===== config.mk =====
export PLATFORM = sky130hd
export DESIGN_NAME = tws_cfg
export DESIGN_NICKNAME = d
export VERILOG_FILES = /design/src/design/tws_pkg.sv /design/src/design/tws_cfg.sv
export SDC_FILE = /design/constraint.sdc
export NUM_CORES = 1
export LEC_CHECK = 0
export BUFFER_PORTS_ARGS = -buffer_cell sky130_fd_sc_hd__buf_2
export CORE_MARGIN = 2
export CORE_UTILIZATION = 64
export CTS_BUF_LIST = sky130_fd_sc_hd__clkbuf_4
export DETAILED_ROUTE_END_ITERATION = 16
export GPL_TIMING_DRIVEN = 0
export PLACE_DENSITY = 0.9
export SLEW_MARGIN = 20
export SYNTH_ARGS = -nofsm -noshare
export SYNTH_HDL_FRONTEND = slang
export SYNTH_SLANG_ARGS = --single-unit

===== constraint.sdc =====
create_clock -name clk -period 9.2 [get_ports clk]
set_input_delay 1.84 -clock clk [delete_from_list [all_inputs] [get_ports clk]]
set_output_delay 1.84 -clock clk [all_outputs]
set_load 0.02 [all_outputs]

===== src/design/tws_pkg.sv =====
`timescale 1ns / 1ps
`default_nettype none

package tws_pkg;

    localparam int SAMPLE_W  = 24;
    localparam int CHAN_W    = 3;
    localparam int PRESET_W  = 3;
    localparam int AMOUNT_W  = 16;
    localparam int CFG_IDX_W = 2;
    localparam int DRIVE_W   = 21;
    localparam int BIAS_W    = 18;
    localparam int MIX_W     = 18;
    localparam int X_W       = 26;

    // register indexes of the configuration port
    localparam logic [CFG_IDX_W-1:0] REG_PRESET = 2'd0;
    localparam logic [CFG_IDX_W-1:0] REG_AMOUNT = 2'd1;

    localparam logic [PRESET_W-1:0] PRESET_CLEAN  = 3'd0;
    localparam logic [PRESET_W-1:0] PRESET_CRUNCH = 3'd4;
    localparam logic [AMOUNT_W-1:0] AMOUNT_MIN    = 16'd328;

    localparam logic signed [SAMPLE_W-1:0] SAMPLE_MAX = 24'sh7fffff;
    localparam logic signed [SAMPLE_W-1:0] SAMPLE_MIN = -24'sh800000;

    typedef struct packed {
        logic signed [SAMPLE_W-1:0] sample_in;
        logic [CHAN_W-1:0]          channel;
        logic                       block_end;
    } tws_in_t;

    typedef struct packed {
        logic signed [SAMPLE_W-1:0] sample_out;
        logic [CHAN_W-1:0]          channel_out;
        logic                       block_end_out;
        logic                       clipped;
    } tws_out_t;

    // settings derived from preset and amount
    typedef struct packed {
        logic               active;
        logic [DRIVE_W-1:0] drive;
        logic [BIAS_W-1:0]  bias;
        logic [MIX_W-1:0]   mix;
    } tws_derived_t;

    function automatic logic [18:0] drive_base_f(input logic [PRESET_W-1:0] p);
        logic [18:0] v;
        unique case (p)
            3'd1:    v = 19'd98304;
            3'd2:    v = 19'd144179;
            3'd3:    v = 19'd196608;
            3'd4:    v = 19'd262144;
            default: v = 19'd0;
        endcase
        return v;
    endfunction

    function automatic logic [BIAS_W-1:0] bias_base_f(input logic [PRESET_W-1:0] p);
        logic [BIAS_W-1:0] v;
        unique case (p)
            3'd1:    v = 18'd52429;
            3'd2:    v = 18'd104858;
            3'd3:    v = 18'd157286;
            3'd4:    v = 18'd209715;
            default: v = 18'd0;
        endcase
        return v;
    endfunction

    // e^-k for integer k, Q16
    function automatic logic [16:0] exp_int_f(input logic [3:0] k);
        logic [16:0] v;
        unique case (k)
            4'd0:    v = 17'd65536;
            4'd1:    v = 17'd24109;
            4'd2:    v = 17'd8869;
            4'd3:    v = 17'd3263;
            4'd4:    v = 17'd1200;
            4'd5:    v = 17'd442;
            4'd6:    v = 17'd162;
            4'd7:    v = 17'd60;
            4'd8:    v = 17'd22;
            4'd9:    v = 17'd8;
            4'd10:   v = 17'd3;
            4'd11:   v = 17'd1;
            default: v = 17'd0;
        endcase
        return v;
    endfunction

    // e^-f on a 1/16 grid, Q16
    function automatic logic [16:0] exp_frac_f(input logic [4:0] i);
        logic [16:0] v;
        unique case (i)
            5'd0:    v = 17'd65536;
            5'd1:    v = 17'd61565;
            5'd2:    v = 17'd57835;
            5'd3:    v = 17'd54331;
            5'd4:    v = 17'd51039;
            5'd5:    v = 17'd47947;
            5'd6:    v = 17'd45042;
            5'd7:    v = 17'd42313;
            5'd8:    v = 17'd39750;
            5'd9:    v = 17'd37341;
            5'd10:   v = 17'd35079;
            5'd11:   v = 17'd32954;
            5'd12:   v = 17'd30957;
            5'd13:   v = 17'd29081;
            5'd14:   v = 17'd27319;
            5'd15:   v = 17'd25664;
            5'd16:   v = 17'd24109;
            default: v = 17'd24109;
        endcase
        return v;
    endfunction

    // quarter-wave sine, Q16
    function automatic logic [16:0] sin_q_f(input logic [4:0] i);
        logic [16:0] v;
        unique case (i)
            5'd0:    v = 17'd0;
            5'd1:    v = 17'd6424;
            5'd2:    v = 17'd12785;
            5'd3:    v = 17'd19024;
            5'd4:    v = 17'd25080;
            5'd5:    v = 17'd30893;
            5'd6:    v = 17'd36410;
            5'd7:    v = 17'd41576;
            5'd8:    v = 17'd46341;
            5'd9:    v = 17'd50660;
            5'd10:   v = 17'd54491;
            5'd11:   v = 17'd57798;
            5'd12:   v = 17'd60547;
            5'd13:   v = 17'd62714;
            5'd14:   v = 17'd64277;
            5'd15:   v = 17'd65220;
            5'd16:   v = 17'd65536;
            default: v = 17'd65536;
        endcase
        return v;
    endfunction

endpackage

`default_nettype wire


===== src/design/tws_cfg.sv =====
`timescale 1ns / 1ps
`default_nettype none

module tws_cfg
    import tws_pkg::*;
(
    input  wire logic                 clk,
    input  wire logic                 rst_n,
    input  wire logic                 cfg_valid,
    output logic                      cfg_ready,
    input  wire logic [CFG_IDX_W-1:0] cfg_index,
    input  wire logic [AMOUNT_W-1:0]  cfg_data,
    output tws_derived_t              derived
);

    logic [PRESET_W-1:0] preset_reg;
    logic [AMOUNT_W-1:0] amount_reg;
    tws_derived_t        derived_reg, derived_next;
    logic [36:0]         drive_prod;

    assign cfg_ready = 1'b1;
    assign derived   = derived_reg;

    // register writes
    always_ff @(posedge clk or negedge rst_n)
    begin
        if (!rst_n)
        begin
            preset_reg <= PRESET_CLEAN;
            amount_reg <= '0;
        end
        else if (cfg_valid)
        begin
            if (cfg_index == REG_PRESET)
            begin
                preset_reg <= cfg_data[PRESET_W-1:0];
            end
            else if (cfg_index == REG_AMOUNT)
            begin
                amount_reg <= cfg_data;
            end
        end
    end

    // drive, bias and mix from the settings
    always_comb
    begin
        drive_prod = 37'(drive_base_f(preset_reg))
                   * (37'd32768 + 37'd3 * 37'(amount_reg));
        derived_next.active = (preset_reg != PRESET_CLEAN) && (preset_reg <= PRESET_CRUNCH)
                            && (amount_reg >= AMOUNT_MIN);
        derived_next.drive  = DRIVE_W'((drive_prod + 37'd16384) >> 15);
        derived_next.bias   = bias_base_f(preset_reg);
        derived_next.mix    = MIX_W'(21'(preset_reg) * 21'(amount_reg));
    end

    always_ff @(posedge clk or negedge rst_n)
    begin
        if (!rst_n)
        begin
            derived_reg <= '0;
        end
        else
        begin
            derived_reg <= derived_next;
        end
    end

endmodule

`default_nettype wire


### Word-level counts from Yosys, hierarchy flattened

Index checks and enable logic that the tools add are counted.

* register bits after elaboration: 77
* input port bits: 21
* output and inout port bits: 59

* $add $sub $neg: 2
* multiply operators: 3
* magnitude comparators: 2
* equality and inequality tests: 5
* muxes and demuxes: 2
* bitwise logic cells: 1
* reduce and logical (&&, ||, !) cells: 6

Operators with widths (number)
* $pmux W19 S4: 1
* $pmux W18 S4: 1
* $add A36 B15 Y36 const B: 1
* $mul A19 B19 Y36: 1
* $add A16 B18 Y19 const A: 1
* $mul A2 B16 Y18 const A: 1
* $mul A3 B16 Y18: 1
* $ge A16 B9 Y1 const B: 1
* $eq A3 B2 Y1 const B: 2
* $eq A3 B1 Y1 const B: 1
* $eq A3 B3 Y1 const B: 1
* $le A3 B3 Y1 const B: 1
* $reduce_and A3 Y1: 1
* $reduce_bool A3 Y1: 1
* $eq A2 B1 Y1 const B: 1
* $logic_and A1 B1 Y1: 2
* $logic_not A2 Y1: 1
* $reduce_and A2 Y1: 1
* $not A1 Y1: 1

### Longest topological paths before layout

Gate-level depths: netlist of the first run.

* depth in word-level cells: 4
* gate-level depth with buffers: 32

### Worst setup path before layout of the first run

Ideal clock, no wire load.

* kind: reg-to-reg
* start point: register amount_reg[1]
* end point: register derived_reg, in the netlist derived[56]
* setup time: 0.134 ns
* arrival time: 8.397 ns
* data required time: 9.066 ns
* path slack: 0.670 ns
* stages on the path, launching flop included: 32
* cells stage by stage: dfrtp_1 ha_1 ha_1 inv_1 fa_1 nor2b_1 o21ai_0 a21boi_0 o31a_1 o211a_1 o21a_1 o311a_1 or2_2 ha_1 inv_1 ha_1 inv_1 fa_1 inv_1 fa_1 fa_1 fa_1 ha_1 ha_1 a21o_1 a21o_1 a221o_1 a31oi_1 nand4b_1 a221o_1 a311oi_1 xnor3_1

RTL lines
* start, declared: RTL line tws_cfg.sv:17 `logic [AMOUNT_W-1:0] amount_reg;`
* start signal, assigned: RTL line tws_cfg.sv:40 `amount_reg <= cfg_data;`
* end signal, assigned: RTL line tws_cfg.sv:65 `derived_reg <= derived_next;`
* end, declared: RTL line tws_cfg.sv:18 `tws_derived_t derived_reg, derived_next;`

==> results of run 1 <==
-- area by class of cell --
| class | count | area [sq um] | share of cell area (%) |
|---|---|---|---|
| inverters | 271 | 1020 | 8.29 |
| clock inverters | 7 | 93.8 | 0.765 |
| multi-input cells | 827 | 8560 | 69.8 |
| clock buffers | 9 | 67.6 | 0.551 |
| repair buffers | 83 | 443 | 3.61 |
| plain buffers | 31 | 166 | 1.36 |
| flip-flops and latches | 65 | 1630 | 13.3 |
| well taps | 225 | 282 | 2.30 |
-- kinds of logic after synthesis --
group / Yosys count / share of synthesized area (%)
compound gates: 125 / 7.74
simple gates: 256 / 10.6
flops: 65 / 14.4
buf+inv: 302 / 10.5
other cells: 1 / 0.0331
fa+ha+maj: 373 / 50.7
mux: 20 / 1.98
xor+xnor: 52 / 4.15
-- per-layer routing --
metal | GRT usage [%] | up-vias | part of all wire (%)
li1 | - | 3972 | -
met1 | 37.0 | 4010 | 42
met2 | 48.0 | 248 | 49
met3 | 4.04 | 56 | 5.4
met4 | 9.05 | 0 | 3.0
met5 | 0 | - | 0
-- what timing repair did --
item | in CTS | in global routing
pin swaps | 3 | 7
setup buffers | 2 | 2
endpoints found under the setup margin | 1 | 3
resized for setup | 5 | 9
hold buffers | 0 | 0
-- metrics by stage --
stage / setup TNS, ns / std cells / setup WS, ns / utilization [%] / hold WS [ns]
after CTS: 0 / 1516 / 0.0178 / 70.6 / 0.625
after floorplan: 0 / 1194 / 0.670 / - / 0.516
after global placement: -0.229 / 1497 / -0.229 / 69.3 / 0.614
after global routing: 0 / 1518 / 0.0160 / 70.9 / 0.639
final: 0 / 1518 / 0.279 / 70.9 / 0.631
after detailed placement: -0.387 / 1498 / -0.387 / 69.4 / 0.610
-- worst paths after layout --
path	startpoint	to	slack [ns]	cells past startpoint
setup reg to reg	amount_reg[1]	derived[56]	0.28	31
setup / recovery	amount_reg[1]	derived[56]	0.28	31
max in group asynchronous	rst_n	amount_reg[3]	7.38	2
hold reg to reg	preset_reg[2]	derived[57]	0.63	2
min in group asynchronous	rst_n	derived[42]	1.26	1
hold / removal	preset_reg[2]	derived[57]	0.63	2
-- critical path: cells and delay by family (launching register included) --
| kind | cells | cell delay, ns |
|---|---|---|
| and+or+nand+nor | 3 | 0.52 |
| DFF | 1 | 0.47 |
| xor gates and xnor gates | 1 | 0.27 |
| AOI/OAI and AO/OA | 12 | 3.23 |
| buffers and inverters | 4 | 0.28 |
| adders and majority gates | 11 | 4.04 |
-- cell usage after synthesis, drive strengths merged, types with 3 or more instances --
cell,n,area (sq um)
inv,271,1020
ha,231,2890
fa,142,2840
nand2,88,330
nor2,72,270
dfrtp,65,1630
a21oi,38,194
xnor2,36,315
and2,24,150
mux2,19,214
o21ai,18,93.8
clkbuf,17,63.8
a21o,15,113
nand2b,15,93.8
xor2,15,131
buf,14,103
o21a,11,82.6
nand3,9,45.0
nor3,9,45.0
nor2b,7,43.8
or2,7,43.8
nand4,5,31.3
o21bai,5,37.5
a211oi,4,30.0
and3,4,25.0
o31ai,4,30.0
or3,4,25.0
a311oi,3,26.3
a31oi,3,18.8
o211ai,3,22.5
==> summary.txt, run 1 <==
STA
  • Worst slew pin tran: between 0.9 and 1 ns
  • Rel. slew slack: 37.8%
  • Unrepaired setup endpoints after global routing: no
  • Fmax: around 110 MHz
  • Period minus WS final: approximately 9 ns
  • Final period util: between 90% and 100%
  • Final Max Slew Viols: 0
  • Final setup vio count: 0
  • Final hold violation count: 0
  • Clock skew: 0.0377 ns

Die
  • Vert. Die Dim: 137 microns
  • Die Wd: 137 microns
  • Die ar.: around 0.019 sq mm
  • I/O Pins: 80
  • Initial Utilization: roughly two thirds
  • Placement row count: 48
  • Std-Cell Core Area: 0.0173 sq mm

Min path
  • Worst hold path class: reg -> reg

Setup path
  • Crit. End Element: flop
  • Crit-path max FO: 6
  • WS Path Type: reg -> reg
  • Slowest stage cell, crit path: fa_2
  • Critical Path Source Type: flop
  • Worst EP arrival: 9.31 ns
  • Max stage delay on crit path: 0.61 ns
  • CP required: 9.59 ns
  • CP most frequent cell: ha_1

Placement
  • PortBufs: between 70 and 80
  • Post-DP HPWL: 20,600 microns
  • Post-DP Area: around 0.012 sq mm
  • Gpl congestion: around 0.9

Global routing
  • Vias in the first global route: 8,699
  • Largest net degree at the start of global routing: 37
  • GR Overflow Total: 0
  • First-pass GRT wire length: a little over 40,000 microns
  • GRT Resource Usage Total: 28.1%
  • Initial antenna violation count: 0

Routing
  • DR iter-0 viols: 337
  • DRT Pass-1 Iters: 5
  • Final WL: 24,300 microns
  • Average vias per placed instance: 5.46
  • Antenna Nets Post-Route: 0
  • Via count: 8,286
  • Drt wl/cell: 16.0 microns
  • Drt drc: 0

Logic synthesis
  • Synth Instances: 1,194
  • Average size of a mapped cell: ~9.5 sq um
  • Syn nets: 1,588
  • Library cells used by synthesis: 61
  • Async set-reset flop share out of synthesis: 100%
  • Main synth FF type: dfrtp_1
  • Post-synth EDFFs: 0
  • Netlist Area Pre-Place: 0.0113 sq mm
  • Yosys reg bits: 65
  • Post-synthesis sequential area ratio: 14.4%
  • Syn. warnings: 0

Clocking
  • Clk slew on worst S/H paths: 0.14 ns
  • Num CTS Buffers: 9
  • CTS tree: yes
  • CTS H-tree depth: 3
  • Worst skew pair latency: ~0.50 ns
  • Clock Sinks: 65
  • Clock buffer depth: 2
  • CTS Root Cell: clkbuf_4

Cells and area
  • Share of layout cells above drive strength 1: 12.1%
  • Most used cells in the layout excluding fill and tap cells: inv_1, ha_1, fa_1
  • Post-layout instance area: approximately 0.012 sq mm
  • Commonest non-fill, non-tap cell in the layout: inv_1
  • Area Overhead vs Synth: 8.37%
  • Ant diodes: 0
  • Nets@finish: 1,682
  • Largest register FFs: 46
  • Filler cells: 1,244

Job
  • Max cap viols: 0

Run status
  • Run status: finished, final reports clean
Power of run 1 is left out: the tool's default activity adds up to more than one toggle a clock period on the data nets, which glitch-free logic cannot reach.
==> run 2: changes to the inputs <==
CORE_MARGIN = 1.5   (was 2)
PLACE_DENSITY = 0.84   (was 0.9)
==> run 2 against run 1 <==
Net effect: first-iteration DRC count down 3.9%; final area decreased by 0.79%; count of clock-buffer cells in the layout did not move; setup slack better by 0.037 ns; register-to-register slack better by 0.04 ns; clock skew decreased by 0.0081 ns; non-clock buffer count decreased by 2; sequential share of layout area is 0.11 points higher; critical path type unchanged.
==> summary.txt, run 2 (synthesis gave the netlist of run 1 again) <==
Run status
  • Run status: finished, final reports clean (unchanged)

Min path
  • Hold path start: preset_reg[2] (unchanged)
  • Hold EP: derived[57] (unchanged)
  • Worst hold path class: reg -> reg (unchanged)
  • Hold path cells: 2 (unchanged)

Setup path
  • WS Path Type: reg -> reg (unchanged)
  • CP most frequent cell: ha_1 (unchanged)
  • Crit-path max FO: 6 (unchanged)
  • FF-to-FF path depth: 31 (unchanged)
  • Worst EP arrival: 9.26 ns (was 9.31 ns)
  • Reg2reg start: amount_reg[1] (unchanged)
  • Worst path buffer plus inverter count: 4 (unchanged)
  • CP required: 9.57 ns (was 9.59 ns)
  • R2R Setup Slk: 0.32 ns (was 0.28 ns)
  • Slowest stage cell, crit path: fa_1 (was fa_2)
  • Max stage delay on crit path: 0.55 ns (was 0.61 ns)
  • Critical R2R Capture: derived[56] (unchanged)
  • Crit. End Element: flop (unchanged)
  • CP top delay family: adder cells (unchanged)
  • Critical Path Source Type: flop (unchanged)

Placement
  • DP Cell Count: 1,498 (unchanged)
  • Post-DP HPWL: 20,700 microns (was 20,600 microns)
  • PortBufs: 78 (unchanged)
  • Gpl congestion: 0.928 (was 0.924)

Clocking
  • Worst skew pair latency: 0.47 ns (was 0.50 ns)
  • CTS tree: yes (unchanged)
  • CTS Root Cell: clkbuf_4 (unchanged)
  • Num CTS Buffers: 9 (unchanged)
  • CTS H-tree depth: 3 (unchanged)
  • Hold buffers post-CTS: 0 (unchanged)
  • Clock Sinks: 65 (unchanged)
  • Clock buffer depth: 2 (unchanged)
  • Clk slew on worst S/H paths: 0.14 ns (about the same)

Cells and area
  • Area Overhead vs Synth: 7.52% (was 8.37%)
  • Most used cells in the layout excluding fill and tap cells: inv_1, ha_1, fa_1 (unchanged)
  • Commonest non-fill, non-tap cell in the layout: inv_1 (unchanged)
  • Final std cells w/o fill: 1,515 (was 1,518)
  • Ant diodes: 0 (unchanged)
  • Share of layout cells above drive strength 1: 11.7% (was 12.1%)
  • Nets@finish: 1,680 (was 1,682)
  • Largest register FFs: 46 (unchanged)
  • Filler cells: 1,297 (was 1,244)

Global routing
  • GRT Resource Usage Total: 27.8% (was 28.1%)
  • First-pass GRT wire length: 40,200 microns (was 41,200 microns)
  • GR Overflow Total: 0 (unchanged)
  • Initial antenna violation count: 0 (unchanged)
  • Vias in the first global route: 8,736 (was 8,699)
  • Largest net degree at the start of global routing: 39 (was 37)

Routing
  • Final WL: 23,800 microns (was 24,300 microns)
  • Drt drc: 0 (unchanged)
  • Via count: 8,263 (was 8,286)
  • DR iter-0 viols: 324 (was 337)
  • Antenna Nets Post-Route: 0 (unchanged)
  • Drt wl/cell: 15.7 microns (was 16.0 microns)
  • Average vias per placed instance: 5.45 (was 5.46)
  • DRT Pass-1 Iters: 5 (unchanged)

Die
  • Vert. Die Dim: 136 microns (was 137 microns)
  • Die ar.: 0.0185 sq mm (was 0.0188 sq mm)
  • Initial Utilization: 65.4% (unchanged)
  • Die Wd: 136 microns (was 137 microns)
  • Placement row count: 48 (unchanged)
  • Std-Cell Core Area: 0.0173 sq mm (unchanged)
  • I/O Pins: 80 (unchanged)

STA
  • Worst slew pin tran: 0.941 ns (was 0.924 ns)
  • Final setup vio count: 0 (unchanged)
  • Period minus WS final: 8.88 ns (was 8.92 ns)
  • Final Max Slew Viols: 0 (unchanged)
  • Rel. slew slack: 36.7% (was 37.8%)
  • Final hold violation count: 0 (unchanged)
  • Final period util: 96.6% (was 97.0%)
  • Clock skew: 0.0296 ns (was 0.0377 ns)
  • Fmax: 113 MHz (was 112 MHz)

Job
  • Max cap viols: 0 (unchanged)
-- run 2: worst min-delay path: stages (launching register included) --
cell and delay (ns):
dfrtp_1 0.37, ha_1 0.17, a21oi_1 0.05
-- run 2: per-stage QoR --
stage | cell area [sq um] | TNS [ns] | hold slack, ns | utilization (%) | setup WS (ns)
finish | 12200 | 0 | 0.616 | 70.3 | 0.315
global placement | 12000 | -0.204 | 0.590 | 69.3 | -0.204
global route | 12200 | -0.00315 | 0.653 | 70.3 | -0.00315
CTS | 12100 | 0 | 0.618 | 70.2 | 0.0150
detailed placement | 12000 | -0.335 | 0.600 | 69.4 | -0.335
floorplan | 11300 | 0 | 0.516 | - | 0.670
-- run 2: how the worst max path moves through the flow --
| stage | start | end | cells after the start |
|---|---|---|---|
| after CTS | amount_reg[1] | derived[56] | 31 |
| after floorplan | amount_reg[1] | derived[56] | 31 |
| after global routing | amount_reg[1] | derived[56] | 31 |
| after detailed placement | amount_reg[1] | derived[56] | 31 |
| after global placement | amount_reg[1] | derived[56] | 31 |
| final | amount_reg[1] | derived[56] | 31 |
-- run 2: per-layer routing --
layer | vias up | GRT usage (%) | part of all wire, %
met5 | - | 0 | 0
met4 | 0 | 8.57 | 2.3
met3 | 50 | 3.77 | 5.3
met2 | 240 | 50.2 | 51
met1 | 4011 | 34.6 | 42
li1 | 3962 | - | -
-- run 2: repair_timing --
action                     CTS  global route
pin swaps                    2             4
resized for setup            5             5
setup endpoints to repair    1             2
setup buffers                1             1
hold endpoints to repair     0             0
-- run 2: layout make-up --
| cell class | count | area, sq um | area share [%] |
|---|---|---|---|
| multi-input combinational | 827 | 8540 | 70.2 |
| clock buffer | 9 | 67.6 | 0.555 |
| sequential | 65 | 1630 | 13.4 |
| inverter | 271 | 1020 | 8.36 |
| clock inverter | 6 | 36.3 | 0.298 |
| timing repair buffer | 81 | 428 | 3.52 |
| tap | 225 | 282 | 2.31 |
| buffer | 31 | 166 | 1.37 |
Power of run 2 is left out for the same reason.
==> run 3: changes to the inputs <==
ABC_AREA = 1   (was not set)
CORE_UTILIZATION = 65   (was 64)
PLACE_DENSITY = 0.85   (was 0.84)
==> run 3 against run 2 <==
Net effect: count of clock-buffer cells in the layout unchanged; maximum frequency up 13%; area after synthesis increased by 5.7%; critical path type unchanged; first-iteration DRC count up 27%; synthesized cell count grew 23%; flip-flop and latch count stayed put.
==> summary.txt, run 3 <==
Routing
  • DRT Pass-1 Iters: 5 (unchanged)
  • DR iter-0 viols: 413 (was 324)
  • Final WL: 26,700 microns (was 23,800 microns)
  • Antenna Nets Post-Route: 0 (unchanged)
  • Drt drc: 0 (unchanged)
  • Via count: 9,528 (was 8,263)
  • Drt wl/cell: 14.9 microns (was 15.7 microns)
  • Average vias per placed instance: 5.32 (was 5.45)

Logic synthesis
  • Syn. warnings: 0 (unchanged)
  • Post-synthesis sequential area ratio: 13.6% (was 14.4%)
  • Netlist Area Pre-Place: 0.0120 sq mm (was 0.0113 sq mm)
  • Yosys top cell by area: ha_1 (unchanged)
  • Average size of a mapped cell: 8.16 sq um (was 9.48 sq um)
  • Top cells by count, synth: inv_1, nand2_1, ha_1, fa_1, nor2_1 (was inv_1, ha_1, fa_1, nand2_1, nor2_1)
  • Post-synth EDFFs: 0 (unchanged)
  • Yosys reg bits: 65 (unchanged)
  • Post-synth top area share: 24.2% (was 25.5%)
  • Synth Instances: 1,466 (was 1,194)
  • Main synth FF type: dfrtp_1 (unchanged)
  • Syn nets: 1,860 (was 1,588)
  • Async set-reset flop share out of synthesis: 100% (unchanged)
  • Most common cell in the netlist: inv_1 (unchanged)
  • Area contributors post-synth: ha_1, fa_1, dfrtp_1 (unchanged)
  • Library cells used by synthesis: 45 (was 61)

STA
  • Rel. slew slack: 58.3% (was 36.7%)
  • Setup tns final: 0 ns (unchanged)
  • Worst slew pin tran: 0.625 ns (was 0.941 ns)
  • Final period util: 85.2% (was 96.6%)
  • Final hold violation count: 0 (unchanged)
  • Period minus WS final: 7.84 ns (was 8.88 ns)
  • Clock skew: 0.0382 ns (was 0.0296 ns)
  • Fmax: 128 MHz (was 113 MHz)
  • Unrepaired setup endpoints after global routing: no
  • Final Max Slew Viols: 0 (unchanged)
  • Final setup vio count: 0 (unchanged)

Placement
  • DP Cell Count: 1,774 (was 1,498)
  • PortBufs: 78 (unchanged)
  • Post-DP HPWL: 23,400 microns (was 20,700 microns)
  • Gpl congestion: 0.954 (was 0.928)

Job
  • Max cap viols: 0 (unchanged)

Clocking
  • CTS Root Cell: clkbuf_4 (unchanged)
  • Post-cts gate resize count: 0 (was 5)
  • Clk slew on worst S/H paths: 0.12 ns (was 0.14 ns)
  • CTS H-tree depth: 3 (unchanged)
  • Num CTS Buffers: 9 (unchanged)
  • Clock buffer depth: 2 (unchanged)
  • Worst skew pair latency: 0.49 ns (was 0.47 ns)
  • CTS tree: yes (unchanged)
  • Hold buffers post-CTS: 0 (unchanged)
  • Setup bufs post-CTS: 0 (was 1)
  • Clock Sinks: 65 (unchanged)

Cells and area
  • Area Overhead vs Synth: 7.04% (was 7.52%)
  • Multi-input logic area: 0.00878 sq mm (was 0.00854 sq mm)
  • Filler cells: 1,395 (was 1,297)
  • Commonest non-fill, non-tap cell in the layout: inv_1 (unchanged)
  • Reg area: 0.00163 sq mm (about the same)
  • Final std cells w/o fill: 1,790 (was 1,515)
  • Most used cells in the layout excluding fill and tap cells: inv_1, nand2_1, ha_1 (was inv_1, ha_1, fa_1)
  • Largest register FFs: 46 (unchanged)
  • Nets@finish: 1,950 (was 1,680)
  • Ant diodes: 0 (unchanged)
  • Share of layout cells above drive strength 1: 8.39% (was 11.7%)
  • Final core occ: 71.1% (was 70.3%)

Setup path
  • WS Path Type: reg -> reg (unchanged)
  • Slowest stage cell, crit path: fa_1 (unchanged)
  • Worst path buffer plus inverter count: 7 (was 4)
  • CP top delay family: adder cells (unchanged)
  • Worst EP arrival: 8.19 ns (was 9.26 ns)
  • R2R Setup Slk: 1.36 ns (was 0.32 ns)
  • Reg2reg start: amount_reg[1] (unchanged)
  • CP most frequent cell: nand2_1 (was ha_1)
  • Crit. path cell count: 36 (was 31)
  • Crit. End Element: flop (unchanged)
  • FF-to-FF path depth: 36 (was 31)
  • Max stage delay on crit path: 0.55 ns (about the same)
  • Worst setup startpoint: amount_reg[1] (unchanged)
  • Critical Path Source Type: flop (unchanged)
  • Crit-path max FO: 7 (was 6)
  • CP required: 9.55 ns (was 9.57 ns)

Global routing
  • First-pass GRT wire length: 46,000 microns (was 40,200 microns)
  • Met1 global-route usage: 36.9% (was 34.6%)
  • Initial antenna violation count: 1 (was 0)
  • Largest net degree at the start of global routing: 45 (was 39)
  • Routing usage on met2: 52.0% (was 50.2%)
  • Met3 usage: 3.83% (was 3.77%)
  • Vias in the first global route: 10.0k (was 8,736)
  • GR Overflow Total: 0 (unchanged)
  • Global route hottest layer: met2 (unchanged)
  • GRT Resource Usage Total: 29.6% (was 27.8%)

Min path
  • Hold path cells: 2 (unchanged)
  • Worst hold path class: reg -> reg (unchanged)
  • Hold path start: amount_reg[2] (was preset_reg[2])

Die
  • I/O Pins: 80 (unchanged)
  • Die ar.: 0.0192 sq mm (was 0.0185 sq mm)
  • Vert. Die Dim: 139 microns (was 136 microns)
  • Std-Cell Core Area: 0.0180 sq mm (was 0.0173 sq mm)
  • Initial Utilization: 66.4% (was 65.4%)
  • Die Wd: 139 microns (was 136 microns)
  • Placement row count: 49 (was 48)

Run status
  • Run status: finished, final reports clean (unchanged)
==> run 3: worst register-to-register path, delay by kind of cell, from the launching register on <==
family / cells / cell delay, ns
flip-flops: 1 / 0.48
adder cells (fa/ha/maj): 11 / 4.26
AND/OR/NAND/NOR: 10 / 1.15
AO/OA/AOI/OAI: 6 / 1.10
buffers and inverters: 7 / 0.48
XOR/XNOR: 2 / 0.27
==> run 3: final timing paths <==
check,endpoint
worst min register to register,amount_reg[2]
worst max-delay path,derived[51]
max in group asynchronous,derived[47]
worst min-delay path,amount_reg[2]
worst max register to register,derived[51]
min in group asynchronous,amount_reg[6]
==> run 3: cell type report <==
cell class | count | share of cell area (%)
Buffer | 26 | 1.22
Clock buffer | 9 | 0.528
Clock inverter | 7 | 0.528
Inverter | 372 | 10.9
Multi-Input combinational cell | 1003 | 68.6
Sequential cell | 65 | 12.7
Tap cell | 229 | 2.24
Timing Repair Buffer | 79 | 3.28
==> run 3: cells by family (layout without fill, tap and decap cells) <==
family | count (synthesis) | in the layout | share of synthesized area [%]
AO/OA/AOI/OAI | 141 | 141 | 6.70
XOR/XNOR | 42 | 42 | 3.20
adder cells (fa/ha/maj) | 373 | 373 | 47.9
buffers and inverters | 398 | 493 | 13.0
flip-flops | 65 | 65 | 13.6
multiplexers | 3 | 3 | 0.282
other | 1 | 1 | 0.0313
AND/OR/NAND/NOR | 443 | 443 | 15.3
==> run 3: layer usage <==
metal  vias up  wire, microns
li1       4688              -
met1      4494          11200
met2       260          13200
met3        84           1260
met4         2           1110
met5         -             13
==> run 3: per-stage QoR <==
stage                     hold WS (ns)  setup WS [ns]  area, sq um
final                            0.642           1.36        12800
after global routing             0.682          0.660        12800
after CTS                        0.646           1.39        12800
after detailed placement         0.621           1.43        12700
after global placement           0.616           1.49        12600
after floorplan                  0.560           2.25        12000
Power of run 3 is left out for the same reason.
